<file path="config.mk">
export PLATFORM = sky130hd
export DESIGN_NAME = button_debounce_tap_hold_top
export DESIGN_NICKNAME = d
export VERILOG_FILES = /design/src/sv/bdth_pkg.sv /design/src/sv/button_debounce_tap_hold_top.sv
export SDC_FILE = /design/constraint.sdc
export NUM_CORES = 1
export LEC_CHECK = 0
export BUFFER_PORTS_ARGS = -buffer_cell sky130_fd_sc_hd__buf_2
export CORE_MARGIN = 1.5
export CORE_UTILIZATION = 40
export DETAILED_ROUTE_END_ITERATION = 8
export PLACE_DENSITY_LB_ADDON = 0.12
export SLEW_MARGIN = 10
export SYNTH_ARGS = -nofsm -noshare
export SYNTH_HDL_FRONTEND = slang
export SYNTH_SLANG_ARGS = --single-unit
</file>
<file path="constraint.sdc">
create_clock -name clk -period 8.51 [get_ports clk]
set_clock_uncertainty 0.05 [all_clocks]
set_input_delay 0 -clock clk [delete_from_list [all_inputs] [get_ports clk]]
set_output_delay 0 -clock clk [all_outputs]
set_load 0.005 [all_outputs]
</file>
<file path="src/sv/bdth_pkg.sv">
// Package for the debounced button tap/hold detector.
// Holds payload structs, register indexes and fixed field widths; no dependencies.
package bdth_pkg;

  localparam int PAGE_BITS = 8;
  localparam int CFG_W     = 16;

  localparam logic LEVEL_HIGH = 1'b1;
  localparam logic LEVEL_LOW  = 1'b0;

  typedef enum logic [0:0] {
    CFG_DEBOUNCE   = 1'b0,
    CFG_LONG_PRESS = 1'b1
  } cfg_idx_t;

  typedef struct packed {
    logic                 button_level;
    logic                 screensaver_on;
    logic                 dashboard_ok;
    logic [PAGE_BITS-1:0] page_count;
    logic [PAGE_BITS-1:0] current_page;
  } in_item_t;

  typedef struct packed {
    logic                 activity;
    logic                 wake;
    logic                 refresh_request;
    logic                 skip;
    logic [PAGE_BITS-1:0] next_page;
    logic                 held;
  } out_item_t;

endpackage

</file>
<file path="src/sv/button_debounce_tap_hold_top.sv">
// Debounced button with short-tap skip and long-press refresh detection.
// Depends on bdth_pkg for payload structs and register indexes.
//
//   channel | direction | handshake          | payload
//   --------+-----------+--------------------+---------------------
//   in_     | input     | in_valid/in_stall  | bdth_pkg::in_item_t
//   out_    | output    | out_valid/out_stall| bdth_pkg::out_item_t
//   cfg_    | input     | cfg_we (no wait)   | cfg_index, cfg_wdata
//
// One tick per clock cycle while in_stall is low: each beat updates the counters
// and debounce state in the cycle it is taken, and its result lands in the output
// register on the same edge. A held result stalls input only while out_stall
// is high; taking the result frees the register for a new beat in that same
// cycle. Reset (rst_n low, synchronous) restores the documented state and
// register defaults and empties the output register.
module button_debounce_tap_hold_top #(
  parameter int TIMER_BITS = 16
) (
  input  logic                           clk,
  input  logic                           rst_n,
  input  logic                           in_valid,
  output logic                           in_stall,
  input  bdth_pkg::in_item_t             in_data,
  output logic                           out_valid,
  input  logic                           out_stall,
  output bdth_pkg::out_item_t            out_data,
  input  logic                           cfg_we,
  input  bdth_pkg::cfg_idx_t             cfg_index,
  input  logic [bdth_pkg::CFG_W-1:0]     cfg_wdata
);

  localparam int CMP_W = (TIMER_BITS > bdth_pkg::CFG_W) ? TIMER_BITS : bdth_pkg::CFG_W;
  localparam int PB    = bdth_pkg::PAGE_BITS;

  logic [bdth_pkg::CFG_W-1:0] debounce_r;
  logic [bdth_pkg::CFG_W-1:0] long_press_r;

  logic                  last_raw_r,      last_raw_nxt;
  logic                  stable_r,        stable_nxt;
  logic [TIMER_BITS-1:0] since_r,         since_nxt;
  logic [TIMER_BITS-1:0] hold_r,          hold_nxt;
  logic                  long_fired_r,    long_fired_nxt;
  logic                  began_data_r,    began_data_nxt;

  logic                  out_valid_r;
  bdth_pkg::out_item_t   out_data_r,      out_data_nxt;

  logic                  in_take;
  logic                  pressed_now;
  logic                  settled;
  logic [TIMER_BITS-1:0] hold_step;
  logic [PB:0]           page_inc;

  assign in_stall  = out_valid_r && out_stall;
  assign in_take   = in_valid && !in_stall;
  assign out_valid = out_valid_r;
  assign out_data  = out_data_r;

  always_comb begin
    last_raw_nxt   = last_raw_r;
    stable_nxt     = stable_r;
    long_fired_nxt = long_fired_r;
    began_data_nxt = began_data_r;
    out_data_nxt   = '0;

    // restart the stability count on any raw change, else count up and saturate
    if (in_data.button_level != last_raw_r) begin
      since_nxt    = '0;
      last_raw_nxt = in_data.button_level;
    end else begin
      since_nxt = (since_r == '1) ? since_r : since_r + 1'b1;
    end

    hold_step = (stable_r && hold_r != '1) ? hold_r + 1'b1 : hold_r;
    hold_nxt  = hold_step;

    pressed_now = (in_data.button_level == bdth_pkg::LEVEL_LOW);
    settled     = CMP_W'(since_nxt) > CMP_W'(debounce_r);
    page_inc    = {1'b0, in_data.current_page} + 1'b1;

    if (settled) begin
      if (pressed_now && !stable_r) begin
        hold_nxt              = '0;
        long_fired_nxt        = 1'b0;
        began_data_nxt        = !in_data.screensaver_on;
        out_data_nxt.activity = 1'b1;
        out_data_nxt.wake     = in_data.screensaver_on;
      end else if (pressed_now && stable_r && !long_fired_r && began_data_r &&
                   CMP_W'(hold_step) >= CMP_W'(long_press_r)) begin
        long_fired_nxt               = 1'b1;
        out_data_nxt.refresh_request = 1'b1;
      end else if (!pressed_now && stable_r) begin
        if (!long_fired_r && began_data_r && in_data.dashboard_ok &&
            in_data.page_count != '0) begin
          out_data_nxt.skip      = 1'b1;
          // wrap by comparison: out-of-range pages fall back to the first
          out_data_nxt.next_page = (page_inc >= {1'b0, in_data.page_count}) ?
                                   '0 : page_inc[PB-1:0];
        end
      end
      stable_nxt = pressed_now;
    end

    out_data_nxt.held = stable_nxt;
  end

  always_ff @(posedge clk) begin
    if (!rst_n) begin
      debounce_r   <= bdth_pkg::CFG_W'(50);
      long_press_r <= bdth_pkg::CFG_W'(1000);
    end else if (cfg_we) begin
      unique case (cfg_index)
        bdth_pkg::CFG_DEBOUNCE:   debounce_r   <= cfg_wdata;
        bdth_pkg::CFG_LONG_PRESS: long_press_r <= cfg_wdata;
        default: ;
      endcase
    end
  end

  always_ff @(posedge clk) begin
    if (!rst_n) begin
      last_raw_r   <= bdth_pkg::LEVEL_HIGH;
      stable_r     <= 1'b0;
      since_r      <= '0;
      hold_r       <= '0;
      long_fired_r <= 1'b0;
      began_data_r <= 1'b1;
    end else if (in_take) begin
      last_raw_r   <= last_raw_nxt;
      stable_r     <= stable_nxt;
      since_r      <= since_nxt;
      hold_r       <= hold_nxt;
      long_fired_r <= long_fired_nxt;
      began_data_r <= began_data_nxt;
    end
  end

  // output register: load on a taken beat, drop once the result is taken
  always_ff @(posedge clk) begin
    if (!rst_n) begin
      out_valid_r <= 1'b0;
    end else if (in_take) begin
      out_valid_r <= 1'b1;
    end else if (!out_stall) begin
      out_valid_r <= 1'b0;
    end
  end

  always_ff @(posedge clk) begin
    if (in_take) begin
      out_data_r <= out_data_nxt;
    end
  end

  a_take_fills: assert property (@(posedge clk) disable iff (!rst_n)
    in_take |=> out_valid_r)
    else $error("taken beat did not reach the output register");

  a_wake_edge: assert property (@(posedge clk) disable iff (!rst_n)
    (out_valid_r && out_data_r.wake) |-> out_data_r.activity)
    else $error("wake without a press edge");

  a_refresh_held: assert property (@(posedge clk) disable iff (!rst_n)
    (out_valid_r && out_data_r.refresh_request) |-> (out_data_r.held && long_fired_r))
    else $error("refresh outside a long hold");

  a_skip_release: assert property (@(posedge clk) disable iff (!rst_n)
    (out_valid_r && out_data_r.skip) |-> (!out_data_r.held && !out_data_r.activity))
    else $error("skip without a release");

endmodule

</file>
==> results of run 1 <==
final cells by class:
cell class / count / share of cell area (%)
Multi-Input combinational cell: 477 / 49.8
Timing Repair Buffer: 82 / 8.85
Sequential cell: 82 / 29.5
Tap cell: 172 / 3.59
Clock buffer: 10 / 3.98
Clock inverter: 6 / 1.08
Inverter: 50 / 3.13
critical path: stages (launching register included):
cell       delay (ps)
dfxtp_1           430
ha_1              280
nand4_1           290
nor3_2            360
nand2_1           330
nand4_1           250
xor2_1            160
nor2_1             60
ha_1              320
a21oi_1           110
a2111oi_4         430
o31ai_2           190
a2111o_1          480
nor4b_1           370
state kept, by name, summed over array words and instances (netlist names):
name and flops:
since_r 16, hold_r 16, out_valid 1, long_press_r 16, out_data 13, long_fired_r 1, stable_r 1, debounce_r 16
last_raw_r 1, began_data_r 1
power breakdown:
part	total [W]	switching, W	internal [W]	leakage (nW)
registers	0.000410	0.00000536	0.000405	0.693
clock network	0.000401	0.000165	0.000236	0.149
logic	0.000106	0.0000642	0.0000416	1.56
logic make-up after synthesis:
family          count (synthesis)  synth area share, %
compound gates                141                 17.3
flops                          82                 34.8
mux                             2                0.442
xor+xnor                       32                 5.51
simple gates                  259                 24.9
buf+inv                        86                 6.49
fa+ha+maj                      43                 10.6
stage by stage:
| stage | utilization, % | hold WS, ps | area [um2] |
|---|---|---|---|
| after CTS | 47.9 | 78.9 | 6000 |
| after floorplan | - | 59.6 | 5090 |
| after global routing | 47.9 | 108 | 6000 |
| final | 47.9 | 93.9 | 6000 |
| after detailed placement | 43.8 | 177 | 5480 |
| after global placement | 43.8 | 171 | 5480 |
timing repair:
| item | in CTS | in global routing |
|---|---|---|
| buffers inserted | 0 | 0 |
| hold buffers | 21 | 0 |
| endpoints found under the setup margin | 0 | 0 |
| endpoints found under the hold margin | 38 | 0 |
final timing paths:
path	to	slack, ps	cells past startpoint
setup / recovery	out_data[6]	4200	13
hold / removal	out_data[8]	90	3
setup reg to reg	out_data[6]	4200	13
hold reg to reg	long_press_r[12]	410	2
cells in the mapped netlist, drive strengths merged (2+ instances only):
| cell type | number | area share, % |
|---|---|---|
| nor4b | 7 | 1.2 |
| o21ai | 26 | 2.6 |
| nor2 | 37 | 2.7 |
| nand3 | 39 | 3.8 |
| nand2b | 4 | 0.49 |
| and2 | 2 | 0.25 |
| a21oi | 62 | 6.1 |
| xnor2 | 14 | 2.4 |
| mux2 | 2 | 0.44 |
| nor3 | 14 | 1.6 |
| o31ai | 6 | 1.1 |
| nand2 | 103 | 7.6 |
| o211ai | 11 | 1.6 |
| buf | 6 | 0.54 |
| or4 | 2 | 0.29 |
| a311oi | 2 | 0.34 |
| clkinv | 2 | 0.15 |
| a21o | 5 | 0.74 |
| or3 | 6 | 0.74 |
| nor2b | 3 | 0.37 |
| ha | 43 | 11 |
| inv | 48 | 3.5 |
| a31oi | 10 | 1.2 |
| or2 | 3 | 0.37 |
| dfxtp | 69 | 27 |
| o41ai | 2 | 0.34 |
| a22oi | 2 | 0.29 |
| and4 | 2 | 0.34 |
| clkbuf | 30 | 2.3 |
| xor2 | 18 | 3.1 |
| and3 | 4 | 0.49 |
| nand4 | 19 | 2.8 |
| edfxtp | 13 | 7.7 |
| a211oi | 5 | 0.84 |
| nor4 | 13 | 1.7 |
| o21a | 2 | 0.29 |
layout by cell type (no fill, tap or decap), types with 6 or more instances in the layout:
cell type,instances
dlygate4sd3_1,21
nor2_1,37
edfxtp_1,13
xnor2_1,14
o211ai_1,11
clkbuf_16,9
xor2_1,18
o21ai_0,26
inv_1,48
ha_1,43
or3_1,6
buf_2,55
a31oi_1,10
dfxtp_1,69
nor4b_1,7
nor4_1,12
nand4_1,17
nor3_1,12
nand3_1,39
nand2_1,103
a21oi_1,62
buf_4,6
routing by layer:
metal,up-vias,routed length (um),GRT usage [%]
met5,-,0,0
met4,0,216,7.72
met3,15,534,3.92
met2,110,6080,32.4
met1,2188,6030,27.3
li1,2394,-,-
==> flow_metrics.env, run 1 <==
export IMPL_wl_um=12900
export IMPL_required_ps=8610
export IMPL_multiInputGateArea_um2=2990
export IMPL_end_kind="register"
export IMPL_cts_buffer_depth=2
export IMPL_worstPathMaxFanout=12
export IMPL_ctsResizeCount=0
export IMPL_path_clk_slew_ps=60
export IMPL_timing_final_crit_share_pct=50.6
export IMPL_die_y_um=116
export IMPL_syn_inst=645
export IMPL_setup_ws_ps=4200
export IMPL_vdd_drop_max_v=0.000111
export IMPL_ant_nets=0
export IMPL_ys_flop_type="dfxtp_1"
export IMPL_p_total_w=0.000917
export IMPL_drive_gt1_share_pct=13.0
export IMPL_finalCriticalPeriod_ps=4310
export IMPL_max_freq_mhz=232
export IMPL_arrival_ps=4410
export IMPL_setup_worst_path_start_class="register"
export IMPL_crit_type="register to register"
export IMPL_slew_headroom_pct=17.5
export IMPL_overflow=0
export IMPL_pin_count=56
export IMPL_rows=41
export IMPL_post_dp_hpwl_um=9360
export IMPL_slew_viol_final=0
export IMPL_hold_class="primary input to register"
export IMPL_ys_seq_elements=82
export IMPL_async_reset_ff_share_pct=0
export IMPL_num_fill_cells=1256
export IMPL_syn_area_per_cell_um2=7.89
export IMPL_final_seq_area_um2=1770
export IMPL_rsz0062_at_grt="no"
export IMPL_syn_num_nets=729
export IMPL_worst_pin_slew_ps=1230
export IMPL_grt_pass1_vias=4278
export IMPL_start_util_pct=40.7
export IMPL_final_hold_viol_count=0
export IMPL_yosysWarningCount=0
export IMPL_synth_seq_area_share_pct=34.8
export IMPL_cts_tree="yes"
export IMPL_areaGrowthSynthToFinish_pct=17.8
export IMPL_cp_startpoint="since_r[0]"
export IMPL_grt_pass1_wl_um=21200
export IMPL_final_cells=879
export IMPL_grt_max_degree=44
export IMPL_drv_cap=0
export IMPL_routedWlPerCell_um=14.6
export IMPL_hp_start="in_data[7]"
export IMPL_syn_cell_area_um2=5090
export IMPL_setup_violations_final=0
export IMPL_core_area_um2=12500
export IMPL_synth_cell_types=55
export IMPL_antenna_found_initial=0
export IMPL_p_leak_nw=2.40
export IMPL_place_gp_congestion=0.846
export IMPL_first_iter_violations=315
export IMPL_drc=0
export IMPL_status="finished, final reports clean"
export IMPL_htreeDepth=3
export IMPL_grt_usage_pct=20.3
export IMPL_dieArea_um2=13400
export IMPL_viasPerCell=5.35
export IMPL_numCtsBuffers=9
export IMPL_antenna_cells=0
export IMPL_r2r_start="since_r[0]"
export IMPL_pre_cts_ws_ps=4180
export IMPL_synth_edf_count=13
export IMPL_setup_tns_ps=0
export IMPL_port_buffers=55
export IMPL_fin_nets=786
export IMPL_vias=4707
export IMPL_clock_sinks=82
export IMPL_place_inst=842
export IMPL_die_width_um=116
export IMPL_root_buffer="clkbuf_16"
export IMPL_clk_latency_ps=350
export IMPL_drt_first_pass_iters=5
export IMPL_power_density_nw_per_um2=153
No activity file was read; power rests on OpenSTA's default activity.
==> run 2: changes to the inputs <==
==> constraint.sdc (replaced) <==
create_clock -name clk -period 3.6 [get_ports clk]
set_clock_uncertainty 0.05 [all_clocks]
set_input_delay 0 -clock clk [delete_from_list [all_inputs] [get_ports clk]]
set_output_delay 0 -clock clk [all_outputs]
set_load 0.005 [all_outputs]
==> flow_metrics.env, run 2 (synthesis results as in run 1) <==
export IMPL_place_gp_congestion=0.862
export IMPL_utilization_pct=53.0
export IMPL_slowest_delay_ps=530
export IMPL_path_clk_slew_ps=70
export IMPL_setup_violations_final=6
export IMPL_final_cells=933
export IMPL_required_ps=3720
export IMPL_post_dp_hpwl_um=10000
export IMPL_die_width_um=116
export IMPL_final_hold_viol_count=0
export IMPL_r2r_start="since_r[1]"
export IMPL_reg2reg_to="out_data[2]"
export IMPL_layout_commonest_cell="nand2_1"
export IMPL_whs_path_depth=4
export IMPL_vdd_drop_max_v=0.000270
export IMPL_status="finished with violations"
export IMPL_setup_worst_path_start_class="register"
export IMPL_place_inst=880
export IMPL_pin_count=56
export IMPL_drive_gt1_share_pct=23.0
export IMPL_antenna_cells=0
export IMPL_final_seq_area_um2=1780
export IMPL_violations="setup timing"
export IMPL_r2r_setup_slack_ps=-70
export IMPL_core_area_um2=12500
export IMPL_grt_max_degree=43
export IMPL_rsz0062_at_grt="yes"
export IMPL_clock_sinks=82
export IMPL_first_iter_violations=313
export IMPL_wl_um=14100
export IMPL_end_kind="register"
export IMPL_dieArea_um2=13400
export IMPL_routedWlPerCell_um=15.1
export IMPL_vias=4990
export IMPL_port_buffers=55
export IMPL_fin_nets=840
export IMPL_num_fill_cells=1225
export IMPL_areaGrowthSynthToFinish_pct=30.5
export IMPL_clk_latency_ps=350
export IMPL_htreeDepth=3
export IMPL_finalCriticalPeriod_ps=3670
export IMPL_pre_cts_ws_ps=-188
export IMPL_drt_first_pass_iters=5
export IMPL_cp_slowest_cell="a2111oi_4"
export IMPL_hp_start="cfg_index"
export IMPL_drv_cap=0
export IMPL_arrival_ps=3790
export IMPL_slew_viol_final=0
export IMPL_layout_common_cells="nand2_1 (101), dfxtp_1 (60), a21oi_1 (59), buf_2 (55), buf_4 (55)"
export IMPL_overflow=0
export IMPL_design_area_um2=6640
export IMPL_die_y_um=116
export IMPL_setup_ws_ps=-65.8
export IMPL_antenna_found_initial=0
export IMPL_start_util_pct=40.7
export IMPL_holdPathEnd="debounce_r[8]"
export IMPL_slew_headroom_pct=31.7
export IMPL_max_freq_mhz=273
export IMPL_p_leak_nw=2.75
export IMPL_crit_type="register to register"
export IMPL_grt_usage_pct=21.9
export IMPL_numCtsBuffers=9
export IMPL_grt_pass1_vias=4760
export IMPL_power_density_nw_per_um2=339
export IMPL_dpl_instance_area_um2=5790
export IMPL_holdWs_ps=48.2
export IMPL_multiInputGateArea_um2=3180
export IMPL_cts_buffer_depth=2
export IMPL_worstPathMaxFanout=5
export IMPL_timing_final_crit_share_pct=102
export IMPL_rows=41
export IMPL_worst_pin_slew_ps=1020
export IMPL_grt_pass1_wl_um=22800
export IMPL_ant_nets=0
export IMPL_hold_class="primary input to register"
export IMPL_viasPerCell=5.35
export IMPL_cts_tree="yes"
export IMPL_drc=0
export IMPL_crit_chain="ha_4 -> nand4_1 -> nor3_4 -> a211oi_4 -> nand3_2 -> xor2_2 -> nor2_1 -> ha_1 -> nand4_1 -> a2111oi_4 -> o31ai_4 -> a2111o_1 -> nor4_2"
export IMPL_reg2reg_depth=13
export IMPL_root_buffer="clkbuf_16"
export IMPL_crit_top_cell="nand4_1"
## run 2: cell types whose count changed in the layout (fill, tap and decap cells not counted), moves of 4 or more
cell     before  now
buf_4         6   55
dfxtp_1      69   60
dfxtp_2       0    9
nor4b_1       7    3
nor4b_2       0    4
## run 2: layout make-up
type | instances | share of cell area [%]
clock buffers | 12 | 4.03
clock inverters | 4 | 0.829
inverters | 50 | 2.83
multi-input cells | 478 | 47.9
flip-flops and latches | 82 | 26.9
well taps | 172 | 3.24
repair buffers | 135 | 14.3
## run 2: how the worst max path moves through the flow
stage / startpoint / to / slack [ps] / cells after the start
3_5_place_dp: since_r[0] / out_data[8] / -190 / 13
4_1_cts: since_r[5] / out_data[5] / -90 / 12
5_1_grt: since_r[1] / out_data[8] / -190 / 13
3_3_place_gp: since_r[0] / out_data[8] / -140 / 13
2_1_floorplan: since_r[5] / out_data[3] / 6 / 15
6_report: since_r[1] / out_data[2] / -70 / 13
## run 2: metal layers
layer / vias up / wire length (um) / GRT usage [%]
li1: 2513 / - / -
met1: 2341 / 6450 / 27.9
met2: 115 / 6740 / 36.1
met3: 21 / 582 / 5.07
met4: 0 / 333 / 8.05
met5: - / 0 / 0
## run 2: what timing repair did
item	4_1_cts	5_1_grt
hold buffers	21	0
cloned	1	0
setup endpoints to repair	22	32
pin swaps	15	15
setup buffers	5	10
hold endpoints to repair	38	0
gates resized for setup	24	20
## run 2: worst max-delay path: cells and delay by family (launching register included)
kind | cells | cell delay (ps)
simple gates | 6 | 970
xor+xnor | 1 | 240
fa+ha+maj | 2 | 440
flops | 1 | 340
compound gates | 4 | 1430
## run 2: through the flow
stage | TNS, ps | power, W
floorplan | 0 | 0.00113
global placement | -772 | 0.00123
detailed placement | -2600 | 0.00124
CTS | -799 | 0.00227
global route | -1870 | 0.00235
finish | -159 | 0.00225
## run 2: report_power, final
| group | internal [W] | switching (W) | total, W |
|---|---|---|---|
| Sequential | 0.000958 | 0.0000120 | 0.000969 |
| Combinational | 0.000114 | 0.000167 | 0.000280 |
| Clock | 0.000604 | 0.000398 | 0.00100 |
| Total | 0.00168 | 0.000577 | 0.00225 |
